`config.mk`:
```
export PLATFORM = sky130hd
export DESIGN_NAME = idel_free
export DESIGN_NICKNAME = d
export VERILOG_FILES = /design/src/idel_pkg.sv /design/src/idel_free.sv
export SDC_FILE = /design/constraint.sdc
export NUM_CORES = 2
export LEC_CHECK = 0
export BUFFER_PORTS_ARGS = -buffer_cell sky130_fd_sc_hd__buf_2
export CORE_MARGIN = 2
export CORE_UTILIZATION = 35
export CTS_CLUSTER_DIAMETER = 30
export CTS_CLUSTER_SIZE = 24
export DETAILED_ROUTE_END_ITERATION = 8
export GPL_TIMING_DRIVEN = 0
export PLACE_DENSITY_LB_ADDON = 0.25
export SLEW_MARGIN = 20
export SYNTH_ARGS = -nofsm -noshare
export SYNTH_HDL_FRONTEND = slang
export SYNTH_SLANG_ARGS = --single-unit
```
`constraint.sdc`:
```
create_clock -name clk -period 1.98 [get_ports clk]
set_input_delay 0 -clock clk [delete_from_list [all_inputs] [get_ports clk]]
set_output_delay 0 -clock clk [all_outputs]
set_load 0.01 [all_outputs]
```
`src/idel_pkg.sv`:
```
// shared types and constants for the indexed double ended list
package idel_pkg;

	localparam int Capacity  = 256;
	localparam int DataWidth = 32;
	localparam int SlotW     = $clog2(Capacity);
	localparam int CountW    = $clog2(Capacity + 1);

	typedef logic [SlotW-1:0]     slot_t;
	typedef logic [CountW-1:0]    count_t;
	typedef logic [DataWidth-1:0] data_t;

	typedef enum logic [2:0] {
		OP_PUSH_FRONT = 3'd0,
		OP_PUSH_BACK  = 3'd1,
		OP_POP_FRONT  = 3'd2,
		OP_POP_BACK   = 3'd3,
		OP_READ       = 3'd4,
		OP_INSERT     = 3'd5,
		OP_REMOVE     = 3'd6,
		OP_NONE       = 3'd7
	} op_t;

	typedef enum logic [1:0] {
		ST_OK    = 2'd0,
		ST_RANGE = 2'd1,
		ST_EMPTY = 2'd2,
		ST_FULL  = 2'd3
	} status_t;

	typedef enum logic [3:0] {
		FSM_INIT,
		FSM_IDLE,
		FSM_WALK,
		FSM_WALK_WAIT,
		FSM_RD_LINKS,
		FSM_RD_WAIT,
		FSM_EXEC,
		FSM_REPLY
	} fsm_t;

	// write bundle for the link and value memories
	typedef struct packed {
		logic  nxt_we;
		slot_t nxt_addr;
		slot_t nxt_data;
		logic  nxt2_we;
		slot_t nxt2_addr;
		slot_t nxt2_data;
		logic  prv_we;
		slot_t prv_addr;
		slot_t prv_data;
		logic  prv2_we;
		slot_t prv2_addr;
		slot_t prv2_data;
		logic  val_we;
		slot_t val_addr;
		data_t val_data;
	} mem_wr_t;

endpackage

```
`src/idel_free.sv`:
```
// free slot stack memory
module idel_free (
	input  logic            clk,
	input  logic            we,
	input  idel_pkg::slot_t waddr,
	input  idel_pkg::slot_t wdata,
	input  idel_pkg::slot_t raddr,
	output idel_pkg::slot_t rdata
);

	idel_pkg::slot_t mem [idel_pkg::Capacity];

	always_ff @(posedge clk) begin
		if (we) mem[waddr] <= wdata;
		rdata <= mem[raddr];
	end

endmodule

```
# After elaboration in Yosys (flattened, before gate mapping)
# Memory sizes are Yosys's and may differ from the RTL's. A register that Yosys moved wholly into a read port is not among the register bits.
# Index checks and enable logic that the tools add are counted.
# op_classes
shift,0
mux,2
multipliers,0
eq_ne,0
add_sub_neg,0
order_cmp,0
div_mod_pow,0
reduce_logical,0
bitwise_logic,0
# op_table
cell,n
$mux W1,2
# totals
mem_bits_ro,0
ram_bits,2048
elab_cells,3
latchBits,0
register_bits,0
mem_count,1
# mem_list
name,depth,word_bits,read_ports,rd_clocked_by_memory_dff,write_ports,line,rtl
mem,256,8,1,1,1,idel_free.sv:11,idel_pkg::slot_t mem [idel_pkg::Capacity];

# Depth between registers and ports, before layout
# depth
depth_word,2
mapped_depth,11

# Least setup slack after synthesis
# OpenSTA, ideal clock, no wires.
# synth_timing
path_type,input to register
startpoint,input raddr[0]
endpoint,register rdata[2] (read register of mem)
slack_ps,42
setup_time_ps,131
cell_stages,9
t_arrival_ps,1807
t_required_ps,1849
cell_sequence,buf_6 > buf_12 > buf_8 > buf_2 > mux4_2 > a22oi_1 > a21oi_1 > nor4_1 > nor4_2
# synth_lines
element,line,rtl
"start, declared",idel_free.sv:7,"input idel_pkg::slot_t raddr,"
"end, declared",idel_free.sv:8,output idel_pkg::slot_t rdata

==> flow_metrics.py <==
metrics = {
    "outcome": {
        "status": "complete, but fails checks",
        "violations": "negative hold slack, negative setup slack",
    },
    "sta": {
        "fmax_ghz": 0.407,
        "slew_violations": 0,
        "worst_hold_slack_ns": -0.00781,
        "fin_tns_setup_ns": -3.62,
        "fin_crit_sh": 1.24,
        "finalSetupViolCount": 22,
        "grt_setup_unrepaired": "yes",
        "period_minus_slack_ns": 2.46,
        "final_hold_viol_count": 7,
        "tightest_slew_ns": 1.15,
        "worst_slack_ns": -0.477,
        "finalClockSkew_ns": 0.0586,
        "max_slew_margin": 0.228,
    },
    "synthesis": {
        "synthTopCellsByArea": "edfxtp_1 77%, mux4_2 13%, mux2i_1 1.7%, nor2_1 1.3%, a22oi_1 1.3%",
        "yosys.area.top_type": "edfxtp_1",
        "synth_cell_types": 55,
        "syn_inst": 3733,
        "syn_nets": 3759,
        "ys_ff_latch": 2056,
        "synth_commonest_cells": "2048 x edfxtp_1, 454 x mux4_2, 282 x nor2_1",
        "synth.cell_area_um2": 79600,
        "synthFlopType": "edfxtp_1",
        "synth_edf_count": 2048,
        "synth_top_cell_area_share": 0.773,
        "seq_area_frac_synth": 0.775,
        "yosysMostFrequentCell": "edfxtp_1",
        "syn_avg_cell_area_um2": 21.3,
        "async_reset_ff_frac": 0,
        "yosys_warnings": 0,
    },
    "global_routing": {
        "use_met2": 0.344,
        "overflow": 0,
        "use_met1": 0.298,
        "grt_pass1_wl_mm": 352,
        "track_usage": 0.221,
        "top_usage_layer": "met2",
        "antenna_found_initial": 18,
        "grt_max_degree": 124,
        "grt_pass1_vias": 43116,
        "grt_use_met3": 0.0556,
    },
    "critical_path": {
        "critPathArrivalTime_ns": 3.25,
        "worstSetupStartpointType": "flop",
        "rrSetupSlack_ns": -0.48,
        "reg2regPathDepth": 6,
        "r2r_end": "rdata[6]",
        "cp.required_ns": 2.77,
        "path_max_fanout": 1,
        "crit_type": "reg -> reg",
        "worst_setup_path_end_kind": "flop",
        "timing.rr.start": "mem[11][6]",
    },
    "floorplanning": {
        "core_um2": 227000,
        "pin_count": 34,
        "std_cell_rows": 175,
        "dieArea_um2": 231000,
        "die_w_um": 481,
        "start_util": 0.351,
        "die_h_um": 481,
    },
    "routing": {
        "via_count": 43086,
        "viasPerCell": 5.64,
        "dr.first_iter.drc_count": 5978,
        "antenna_left": 0,
        "drc_errors": 0,
        "drt_first_pass_iters": 6,
        "wirelength_mm": 258,
        "wl_per_cell_um": 33.7,
    },
    "placed_design": {
        "pre_cts_ws_ns": -2.87,
        "gp_congestion": 0.891,
        "dp_hpwl_mm": 171,
        "port_buffers": 26,
        "dpl_cell_area_um2": 84700,
    },
    "cells_and_area": {
        "syn_to_final_growth_pct": 26.9,
        "fill_cells": 19158,
        "post-route-util": 0.446,
        "fin_area_um2": 101000,
        "drive_gt1_frac": 0.354,
        "nNetsFinal": 4295,
    },
    "power_and_ir_drop": {
        "peakVddDrop_mv": 0.692,
        "totalPowerFinal_w": 0.127,
        "power_density_nw_per_um2": 1250,
        "p_leak_nw": 32.2,
    },
    "min_path": {
        "holdPathEnd": "mem[156][3]",
        "min_from": "waddr[3]",
        "worstHoldPathType": "in -> reg",
        "hold_depth": 3,
    },
    "cts": {
        "clk_pin_slew_ns": 0.05,
        "clk_latency_ns": 0.96,
        "cts-htree-levels": 5,
        "cts.sinks": 2056,
        "clk_root_buffer_cell": "clkbuf_16",
        "cts_tree": "done",
        "cts_buffer_depth": 4,
        "cts_made_buffers": 443,
    },
    "flow_run": {
        "max_cap_viol_count": 0,
    },
}
[cell usage in the layout (no fill, tap or decap), drive strengths merged, types with 6 or more instances in the layout]
master / count
nor4: 27
buf: 186
dfxtp: 8
o221ai: 47
a22oi: 133
nand2: 33
nand3: 34
dlygate4sd3: 21
nor2: 282
clkbuf: 623
nand2b: 8
a221oi: 14
edfxtp: 2048
bufinv: 62
o22ai: 28
clkinv: 154
o21ai: 12
inv: 28
mux2i: 134
nor2b: 31
a21oi: 96
nand4: 10
o211ai: 10
nor3: 22
clkinvlp: 54
and2: 6
a22o: 8
mux4: 456
a211oi: 16
[layer usage]
layer,up-vias,part of all wire
li1,17021,-
met1,23198,0.40
met2,2358,0.47
met3,503,0.094
met4,6,0.040
met5,-,0.00018
[sequential cells by signal, indices dropped and copies added (netlist names)]
name and cells:
rdata 8, mem 2048
[cell families after synthesis]
logic type,share of synthesized area
flops,0.775
compound gates,0.0342
simple gates,0.0263
mux,0.146
buf+inv,0.0183
[worst max path at each step]
stage	startpoint	endpoint	slack, ns	cells past startpoint
2_1_floorplan	raddr[0]	rdata[2]	0.04	9
3_3_place_gp	raddr[2]	rdata[4]	-3.53	9
3_5_place_dp	raddr[2]	rdata[5]	-2.87	9
4_1_cts	mem[139][7]	rdata[7]	-0.47	6
5_1_grt	mem[81][6]	rdata[6]	-0.46	6
6_report	mem[11][6]	rdata[6]	-0.48	6
[worst max-delay path, stage by stage, from the launching register on]
cell,delay (ns)
edfxtp_1,0.36
mux4_2,0.48
mux2_4,0.30
a211oi_2,0.25
a21oi_1,0.08
a22oi_2,0.63
nor4_4,0.18
[power breakdown]
part / total [W] / internal (W) / switching (W)
Combinational: 0.00567 / 0.00179 / 0.00387
Sequential: 0.0481 / 0.0481 / 0.0000265
Clock: 0.0728 / 0.0493 / 0.0236
[through the flow]
stage               hold WS [ns]  instances
floorplan                 0.0989       3733
global placement           0.395       6768
detailed placement         0.388       6809
CTS                     0.000512       7636
global route             0.00699       7640
finish                  -0.00781       7641
[cell type report]
type	instances	area, um2	area share
buffer	232	1630	0.0161
sequential	2056	61700	0.611
inverter	2	7.51	0.0000743
multi-input combinational	1442	17700	0.175
clock inverter	296	3380	0.0334
timing repair buffer	92	1430	0.0142
clock buffer	508	11500	0.113
antenna	4	10.0	0.0000991
tap	3009	3760	0.0373
[repair_timing]
item | in CTS | in global routing
setup endpoints to repair | 580 | 842
setup buffers | 3 | 1
resized for setup | 220 | 126
hold endpoints to repair | 1922 | 0
hold buffers | 21 | 0
pin swaps | 20 | 18
Note: power is estimated with default switching activity, not from simulation.
